===== config.mk =====
export PLATFORM = sky130hd
export DESIGN_NAME = mrk_ctrl
export DESIGN_NICKNAME = d
export VERILOG_FILES = /design/src/hw/rtl/mrk_pkg.sv /design/src/hw/rtl/mrk_ctrl.sv
export SDC_FILE = /design/constraint.sdc
export NUM_CORES = 1
export LEC_CHECK = 0
export BUFFER_PORTS_ARGS = -buffer_cell sky130_fd_sc_hd__buf_2
export CAP_MARGIN = 5
export CORE_MARGIN = 1.5
export CORE_UTILIZATION = 50
export DETAILED_ROUTE_END_ITERATION = 10
export PLACE_DENSITY = 0.8
export SLEW_MARGIN = 5
export SYNTH_ARGS = -nofsm -noshare
export SYNTH_HDL_FRONTEND = slang
export SYNTH_SLANG_ARGS = --single-unit

===== constraint.sdc =====
create_clock -name i_clk -period 2.2 [get_ports i_clk]
set_input_delay 0.11 -clock i_clk [delete_from_list [all_inputs] [get_ports i_clk]]
set_output_delay 0.11 -clock i_clk [all_outputs]
set_load 0.03 [all_outputs]

===== src/hw/rtl/mrk_pkg.sv =====
`default_nettype none
package mrk_pkg;
    localparam int MaxRows   = 64;
    localparam int MaxCols   = 64;
    localparam int RowW      = 7;
    localparam int ColW      = 7;
    localparam int ValW      = 13;
    localparam int CntW      = 13;
    localparam int TabStride = MaxCols + 1;
    localparam int TabDepth  = (MaxRows + 1) * (MaxCols + 1);
    localparam int AddrW     = $clog2(TabDepth);

    localparam logic [1:0] RegRowCount = 2'd0;
    localparam logic [1:0] RegColCount = 2'd1;
    localparam logic [1:0] RegMaxOnes  = 2'd2;

    // table read selector for the datapath
    typedef enum logic [2:0] {
        t_rd_a = 3'd0,  // (r, c) during load, (bottom, right) in search
        t_rd_b = 3'd1,  // (r-1, c) / (top-1, right)
        t_rd_c = 3'd2,  // (r, c-1) / (bottom, left-1)
        t_rd_d = 3'd3   // (top-1, left-1)
    } t_rdsel;

    typedef struct packed {
        logic   clr_load;    // restart load position
        logic   load_step;   // write the load sum and advance position
        logic   rd_en;
        t_rdsel rd_sel;
        logic   cap;         // capture registered read data into selected slot
        t_rdsel cap_sel;
        logic   srch_init;   // top=1, bottom=1, best=0
        logic   pair_init;   // left=1, right=1
        logic   left_inc;
        logic   right_inc;   // evaluate area, next right
        logic   bottom_inc;
        logic   top_inc;
    } t_cmd;

    typedef struct packed {
        logic last_cell;     // current load position is the last of the grid
        logic left_le_right;
        logic over;          // rectangle ones > max_ones
        logic right_last;
        logic bottom_last;
        logic top_last;
    } t_sts;

    function automatic logic [RowW-1:0] clamp_dim(input logic [6:0] v, input int lim);
        logic [RowW-1:0] res;
        if (v == 7'd0) res = RowW'(1);
        else if (int'(v) > lim) res = RowW'(lim);
        else res = v[RowW-1:0];
        return res;
    endfunction
endpackage
`default_nettype wire


===== src/hw/rtl/mrk_ctrl.sv =====
`default_nettype none
module mrk_ctrl (
    input  wire logic           i_clk,
    input  wire logic           i_rst_n,
    input  wire logic           i_cfg_wr,
    input  wire logic           i_in_valid,
    output logic                o_in_stall,
    output logic                o_out_valid,
    input  wire logic           i_out_stall,
    output mrk_pkg::t_cmd       o_cmd,
    input  wire mrk_pkg::t_sts  i_sts
);
    import mrk_pkg::*;

    typedef enum logic [9:0] {
        t_setup = 10'b0000000001,  // latch load neighbors
        t_lrd   = 10'b0000000010,  // read three neighbors
        t_idle  = 10'b0000000100,  // wait for the item
        t_sinit = 10'b0000001000,
        t_pinit = 10'b0000010000,
        t_rd    = 10'b0000100000,  // read four corners
        t_eval  = 10'b0001000000,
        t_next  = 10'b0010000000,
        t_pair  = 10'b0100000000,
        t_out   = 10'b1000000000
    } t_state;

    t_state r_st, n_st;
    logic [2:0] r_k, n_k;  // read/capture sequence step

    always_ff @(posedge i_clk) begin
        if (!i_rst_n) begin
            r_st <= t_setup;
            r_k  <= '0;
        end else begin
            r_st <= n_st;
            r_k  <= n_k;
        end
    end

    always_comb begin
        n_st = r_st;
        n_k  = r_k;
        o_cmd = '0;
        o_cmd.rd_sel  = t_rd_a;
        o_cmd.cap_sel = t_rd_a;
        o_in_stall  = 1'b1;
        o_out_valid = 1'b0;
        case (r_st)
            t_setup: begin
                // idle datapath cmd latches neighbors from load position
                n_k = '0;
                n_st = t_lrd;
            end
            t_lrd: begin
                // reads b,c,d in steps 0..2, captures each in the next step
                o_cmd.rd_en = (r_k < 3'd3);
                o_cmd.rd_sel = t_rdsel'(r_k + 3'd1);
                o_cmd.cap = (r_k != 3'd0);
                o_cmd.cap_sel = t_rdsel'(r_k);
                n_k = r_k + 3'd1;
                if (r_k == 3'd3) n_st = t_idle;
            end
            t_idle: begin
                o_in_stall = 1'b0;
                o_cmd.cap = 1'b1;  // keep datapath from re-latching neighbors
                o_cmd.cap_sel = t_rd_a;
                o_cmd.rd_en = 1'b0;
                if (i_in_valid) begin
                    o_cmd.load_step = 1'b1;
                    if (i_sts.last_cell) begin
                        o_cmd.clr_load = 1'b1;
                        n_st = t_sinit;
                    end else begin
                        n_st = t_setup;
                    end
                end
            end
            t_sinit: begin
                o_cmd.srch_init = 1'b1;
                n_st = t_pinit;
            end
            t_pinit: begin
                o_cmd.pair_init = 1'b1;
                n_k = '0;
                n_st = t_rd;
            end
            t_rd: begin
                o_cmd.rd_en = (r_k < 3'd4);
                o_cmd.rd_sel = t_rdsel'(r_k);
                o_cmd.cap = (r_k != 3'd0);
                o_cmd.cap_sel = t_rdsel'(r_k - 3'd1);
                n_k = r_k + 3'd1;
                if (r_k == 3'd4) n_st = t_eval;
            end
            t_eval: begin
                n_k = '0;
                if (i_sts.left_le_right && i_sts.over) begin
                    o_cmd.left_inc = 1'b1;
                    n_st = t_rd;
                end else begin
                    o_cmd.right_inc = 1'b1;
                    n_st = i_sts.right_last ? t_pair : t_rd;
                end
            end
            t_pair: begin
                if (!i_sts.bottom_last) begin
                    o_cmd.bottom_inc = 1'b1;
                    n_st = t_pinit;
                end else if (!i_sts.top_last) begin
                    o_cmd.top_inc = 1'b1;
                    n_st = t_pinit;
                end else begin
                    n_st = t_out;
                end
            end
            t_out: begin
                o_out_valid = 1'b1;
                o_cmd.cap = 1'b1;
                if (!i_out_stall) n_st = t_setup;
            end
            default: n_st = t_setup;
        endcase
        if (i_cfg_wr) begin
            // a register write restarts the grid, so no item is taken this cycle
            o_cmd.clr_load = 1'b1;
            o_in_stall = 1'b1;
            if (r_st == t_setup || r_st == t_lrd || r_st == t_idle) begin
                n_st = t_setup;
                o_cmd.load_step = 1'b0;
            end
        end
    end
endmodule
`default_nettype wire


==> key figures, run 1 <==
Finish
  • Commonest non-fill, non-tap cell in the layout: buf_2
  • Highest-count cells in the layout ignoring fill and taps: buf_2, nor2_1, nand2_1
  • Share of cells above drive strength 1: around a quarter
  • Inserted Diodes: 0
  • Nets: roughly 180
  • Syn-to-layout area delta: 20.26%
  • Fillers: 179
  • Util after Layout: 65.67%

Detailed routing
  • Via/cell ratio: ~5.8
  • Post-route ant nets: 0
  • Routed via count: 1070
  • Detailed Route Iter0 Violations: 32
  • Routed wire per std cell: ~13 um
  • First-pass DRT Iterations: 4
  • DRC viols: 0
  • WL final: 2458 um

Synth
  • Area contributors post-synth: dfxtp_1, nor2_1, nand2_1, ha_1, nor4_4
  • Yosys reg bits: 13
  • Synth Instances: 130
  • Post-Synth Adder-Cell Area: just over 5%
  • Netlist cell types: 37
  • Post-synth design cell area: about 960 um2
  • Async S/R FF share, synth: 0%
  • Seq/Total Area, Yosys: a little over a quarter
  • YS warnings: 0
  • Post-synth EDFFs: 0
  • Synth Area in Compound Gates: between 15 and 20%
  • Synth top area share: a little over a quarter
  • Synth Area in Simple Gates: between 30% and 40%
  • Avg Inst Size Synth: 7.411 um2
  • Largest area contributor in the netlist: dfxtp_1
  • Main combinational cell family by area after synthesis: simple AND/OR/NAND/NOR gates
  • Synth Flop Type: dfxtp_1
  • Mux cell area share after synthesis: under 10%
  • Post-Syn Nets: ~150
  • Area share of xor/xnor cells in the synthesized design: ~4.5%

Clock network
  • Clk_lat worst skew: ~0.28 ns
  • Root buffer cell: clkbuf_4
  • TritonCTS clock tree: yes
  • CTS Buf Count: 3
  • Clk slew on worst S/H paths: roughly 0.080 ns
  • Clock sink count: 13
  • CTS Buffer Depth: 2
  • Htree depth: 1

Worst setup path
  • CP Depth: 6
  • Worst-path cell chain: nand2b_1 -> nor3_1 -> and2_1 -> o21ai_0 -> a21oi_1 -> buf_2
  • Startpoint Class: flop
  • Combined buffer and inverter count along the critical path: 1
  • Slowest CP cell: dfxtp_1
  • Max Fanout on Critical Path: 8
  • CP arrival: 1.96 ns
  • CP Capture Type: primary output
  • Critical path class: flop to primary output
  • CP top delay family: simple AND/OR/NAND/NOR gates
  • CP required: about 2.1 ns
  • Critical Path Max Stage Delay: 0.42 ns
  • R2R cell count: 5

Run status
  • Status: complete, no violations

Pwr
  • Switch share: 27.19%
  • Pwr Total: 465.4 uW
  • Worst vdd ir: ~310 uV
  • Seq pwr share: around 53%
  • Clk pwr share: around a third
  • Leak: 0.0005295 uW
  • Gate power share: a little over an eighth
  • Int Pwr: 338.9 uW
  • Pwr Density: between 400 and 500 mW/mm2
  • Switching power: roughly 130 uW

Timing
  • RSZ-0062 raised after global routing: false
  • Final TNS setup: 0 ns
  • Final Hold Fails: 0
  • Fin. max-slew vios: 0
  • Final min period: a little over 2 ns
  • Setup Skew: 0.003520 ns
  • Post-route clock period utilization: a little over nine tenths
  • Final setup fails: 0
  • Fmax achieved: between 400 and 500 MHz

Flow run
  • Max-cap violations: 0

Global route
  • Initial antenna violation count: 0
  • Gr usage total: roughly a quarter
  • Pin count of the biggest net entering global routing: 12
  • First-pass GRT wire length: around 3800 um
  • Number of global-route vias before repair: a little under 900
  • Congestion Overflow GR: 0

Floorplan
  • Top Ports: 29
  • Starting Density: about 55%
  • Row count: 15
  • Die Ht: approximately 47 um
  • CORE AREA: between 0.0015 and 0.002 mm2
  • Die X: ~47 um
  • Die area: between 0.002 and 0.0025 mm2

Placement
  • Port buffer count: 28
  • DP HPWL: ~1800 um
  • Final GP Congestion: about 0.9

Min path
  • Hold Crit Class: input port to flop
  • Hold depth: 3
-- Yosys cell counts, types with 2 or more instances --
cell type and number:
and3_1 2, buf_2 5, ha_1 4, xor2_1 2, o21ai_0 7, xnor2_1 3, and2_0 2, o31ai_1 2
nor2_1 19, nor2b_1 3, nor3b_1 2, o22ai_1 3, nand2b_1 2, inv_1 6, nand4b_1 2, nand3_1 5
nand2_1 14, nor4_4 2, a21oi_1 6, nor3_1 8, dfxtp_1 13, nand4_1 3
-- layer usage --
metal	track usage (%)	wire, um
met1	30.86	1020
met2	40.82	1232
met3	3.462	144
met4	12.22	60
met5	0	0
-- tightest hold or removal path: cells and delay by family --
| family | cells | cell delay (ns) |
|---|---|---|
| simple gates | 2 | 0.09 |
| buf+inv | 1 | 0.11 |
-- registers in the layout, indices dropped and copies added, names as in the netlist --
name and cells:
r_k 3, r_st 10
-- final cells by class --
cell class	instances	area (um2)	share of cell area [%]
clock buffers	4	26.28	2.268
inverters	6	22.52	1.944
multi-input cells	105	646.9	55.83
flip-flops and latches	13	261.5	22.57
well taps	25	31.28	2.700
repair buffers	32	170.2	14.69
-- through the flow --
stage                     instances  setup WS [ns]  hold slack (ns)  cell area (um2)
after floorplan                 130         0.1474           0.2283            963.4
after global placement          179         0.2468           0.3526             1114
after detailed placement        179         0.1625           0.3571             1114
after CTS                       183      0.0005418          0.05437             1141
after global routing            185       0.001621          0.05820             1159
final                           185         0.1295          0.05682             1159
-- cells by family after synthesis --
logic type      Yosys count
compound gates           25
xor+xnor                  5
fa+ha+maj                 4
buf+inv                  12
flops                    13
mux                       2
other cells               1
simple gates             68
-- power groups by stage --
stage	combinational, uW	sequential [uW]	clock (uW)
detailed placement	61.3	252	0
floorplan	48.0	246	0
global placement	59.8	252	0
finish	63.9	247	154
global route	69.6	248	170
CTS	61.9	247	157
-- worst paths after layout --
kind | startpoint | endpoint | slack, ns
worst max-delay path | r_st[0] | o_cmd[13] | 0.13
worst min-delay path | i_sts[2] | r_st[8] | 0.06
worst max register to register | r_st[0] | r_st[0] | 0.35
worst min register to register | r_k[1] | r_k[1] | 0.54
-- what timing repair did --
item,in CTS,in global routing
setup buffers,0,2
pin swaps,0,2
hold endpoints to repair,0,0
resized for setup,2,3
setup endpoints to repair,8,8
hold buffers,0,0
Power figures use the tool's default switching activity.
==> run 2: changes to the inputs <==
--- a/config.mk
+++ b/config.mk
@@ -7,6 +7,7 @@
 export LEC_CHECK = 0
 export BUFFER_PORTS_ARGS = -buffer_cell sky130_fd_sc_hd__buf_2
 export CAP_MARGIN = 5
+export CORE_ASPECT_RATIO = 0.7
 export CORE_MARGIN = 1.5
 export CORE_UTILIZATION = 50
 export DETAILED_ROUTE_END_ITERATION = 10
==> run 2 against run 1 <==
  * Sequential share of layout area fell by 0.12 points
  * Clock power about the same
  * Via count down 3.5%
  * Design area increased by 0.54%
  * Largest cell class unchanged
==> key figures, run 2 (synthesis results as in run 1) <==
Run status
  • Status: complete, no violations

Placement
  • Dpl ws: 0.1583 ns (-0.004267 ns)
  • DP HPWL: 1854 um (+3.0%)
  • Final GP Congestion: 0.9095 (+1.3%)
  • Port buffer count: 28 (unchanged)

Flow run
  • Max-cap violations: 0 (unchanged)

Worst setup path
  • CP required: 2.09 ns (about the same)
  • Combined buffer and inverter count along the critical path: 1 (unchanged)
  • Critical path class: flop to primary output
  • CP Capture Type: primary output
  • Max Fanout on Critical Path: 9 (+1)
  • Critical Path Max Stage Delay: 0.37 ns (-0.05 ns)
  • Reg2reg setup slack: 0.39 ns (+0.04 ns)
  • Worst-path cell chain: nor4_4 -> and2_4 -> nand3_1 -> or2_2 -> nor2_1 -> buf_2
  • Startpoint Class: flop
  • Slowest CP cell: dfxtp_1
  • CP startpoint: r_st[8]
  • CP arrival: 1.94 ns (-0.02 ns)
  • Worst reg2reg startpoint: r_st[0]
  • CP top delay family: simple AND/OR/NAND/NOR gates

Global route
  • First-pass GRT wire length: 3677 um (-3.1%)
  • Number of global-route vias before repair: 819 (-7.2%)
  • Gr usage total: 22.53% (-2.0 points)
  • Pin count of the biggest net entering global routing: 12 (unchanged)
  • Initial antenna violation count: 0 (unchanged)
  • Congestion Overflow GR: 0 (unchanged)

Detailed routing
  • Detailed Route Iter0 Violations: 33 (+3.1%)
  • DRC viols: 0 (unchanged)
  • Post-route ant nets: 0 (unchanged)
  • Via/cell ratio: 5.645 (-2.4%)
  • WL final: 2387 um (-2.9%)
  • Routed wire per std cell: 13.04 um (-1.8%)
  • First-pass DRT Iterations: 4 (unchanged)
  • Routed via count: 1033 (-3.5%)

Finish
  • Largest reg by FF count: r_st
  • Syn-to-layout area delta: 20.91%
  • Nets: 177 (+0.57%)
  • Commonest non-fill, non-tap cell in the layout: buf_2
  • Share of cells above drive strength 1: 27.95% (+1.7 points)
  • Max reg flops: 10 (unchanged)
  • Largest regs: r_st x10, r_k x3
  • Inserted Diodes: 0 (unchanged)
  • Fillers: 172 (-3.9%)
  • Highest-count cells in the layout ignoring fill and taps: buf_2, nor2_1, nand2_1
  • Util after Layout: 63.38% (-2.3 points)

Timing
  • WHS: 0.04181 ns (-0.01501 ns)
  • Post-route clock period utilization: 93.30% (-0.81 points)
  • Final setup fails: 0 (unchanged)
  • Final Worst Setup Slack: 0.1473 ns (+0.01782 ns)
  • Fmax achieved: 487.2 MHz (+0.87%)
  • Final Hold Fails: 0 (unchanged)
  • Final min period: 2.053 ns (-0.01782 ns)
  • Fin. max-slew vios: 0 (unchanged)
  • Setup Skew: 0.001726 ns (-0.001794 ns)

Pwr
  • Worst vdd ir: 293.9 uV (-3.9%)
  • Pwr Total: 467.1 uW (+0.37%)
  • Pwr Density: 401.0 mW/mm2 (-0.17%)
  • Leak: 0.0005378 uW (+1.6%)

Floorplan
  • Die area: 0.002203 mm2 (+0.19%)
  • Row count: 13 (-2)
  • Starting Density: 52.42% (-2.2 points)
  • Die Ht: 39.73 um (-15%)
  • CORE AREA: 0.001838 mm2 (+4.2%)
  • Die X: 55.47 um (+18%)
  • Top Ports: 29 (unchanged)

Clock network
  • CTS Buf Count: 3 (unchanged)
  • Htree depth: 1 (unchanged)
  • Clk_lat worst skew: 0.29 ns (about the same)
  • TritonCTS clock tree: yes
  • CTS Buffer Depth: 2 (unchanged)
  • Clk slew on worst S/H paths: 0.08 ns (about the same)
  • Clock sink count: 13 (unchanged)
  • Root buffer cell: clkbuf_4

Min path
  • Hold Crit Start: i_sts[2]
  • Hold Crit Class: input port to flop
-- run 2: changes by cell type in the layout (fill, tap and decap cells not counted) --
| cell | delta |
|---|---|
| and2_1 | -1 |
| and2_2 | +1 |
| buf_4 | +1 |
| clkbuf_1 | -1 |
| clkinv_2 | +1 |
-- run 2: repair_timing --
| item | 4_1_cts | 5_1_grt |
|---|---|---|
| cloned | 0 | 0 |
| setup buffers | 0 | 3 |
| pin swaps | 0 | 2 |
| hold buffers | 0 | 0 |
| resized for setup | 3 | 3 |
| endpoints found under the setup margin | 7 | 5 |
| endpoints found under the hold margin | 0 | 0 |
-- run 2: path summary, 6_finish.rpt --
kind | to | cells after the start
max | o_cmd[14] | 6
min | r_st[8] | 3
max reg2reg | r_st[0] | 5
min reg2reg | r_st[6] | 2
-- run 2: power breakdown --
| part | total [uW] | switching (uW) | internal (uW) | leakage [uW] |
|---|---|---|---|---|
| logic | 65.2 | 34.7 | 30.5 | 0.000414 |
| clock network | 155 | 86.9 | 67.8 | 0.0000177 |
| registers | 247 | 8.31 | 239 | 0.000106 |
-- run 2: final cells by class --
class                           count  area (um2)  share of cell area (%)
Inverter                            6       22.52                   1.933
Sequential cell                    13       261.5                   22.45
Clock inverter                      1       5.005                  0.4296
Multi-Input combinational cell    105       648.1                   55.64
Tap cell                           22       27.53                   2.363
Clock buffer                        3       22.52                   1.933
Timing Repair Buffer               33       177.7                   15.25
-- run 2: per-layer routing --
layer | GRT usage, % | wire [um] | vias to the layer above
met5 | 0 | 0 | -
met4 | 7.317 | 31 | 0
met3 | 7.261 | 168 | 4
met2 | 37.20 | 1121 | 42
met1 | 28.29 | 1065 | 464
li1 | - | - | 523
-- run 2: per-stage QoR --
stage / setup TNS (ns) / area (um2) / instances
floorplan: 0 / 963.4 / 130
global placement: 0 / 1110 / 176
detailed placement: 0 / 1110 / 176
CTS: 0 / 1139 / 180
global route: -0.02618 / 1165 / 183
finish: 0 / 1165 / 183
-- run 2: tightest hold or removal path: cells and delay by family --
family / cells / cell delay (ns)
and+or+nand+nor: 2 / 0.08
buffers and inverters: 1 / 0.10
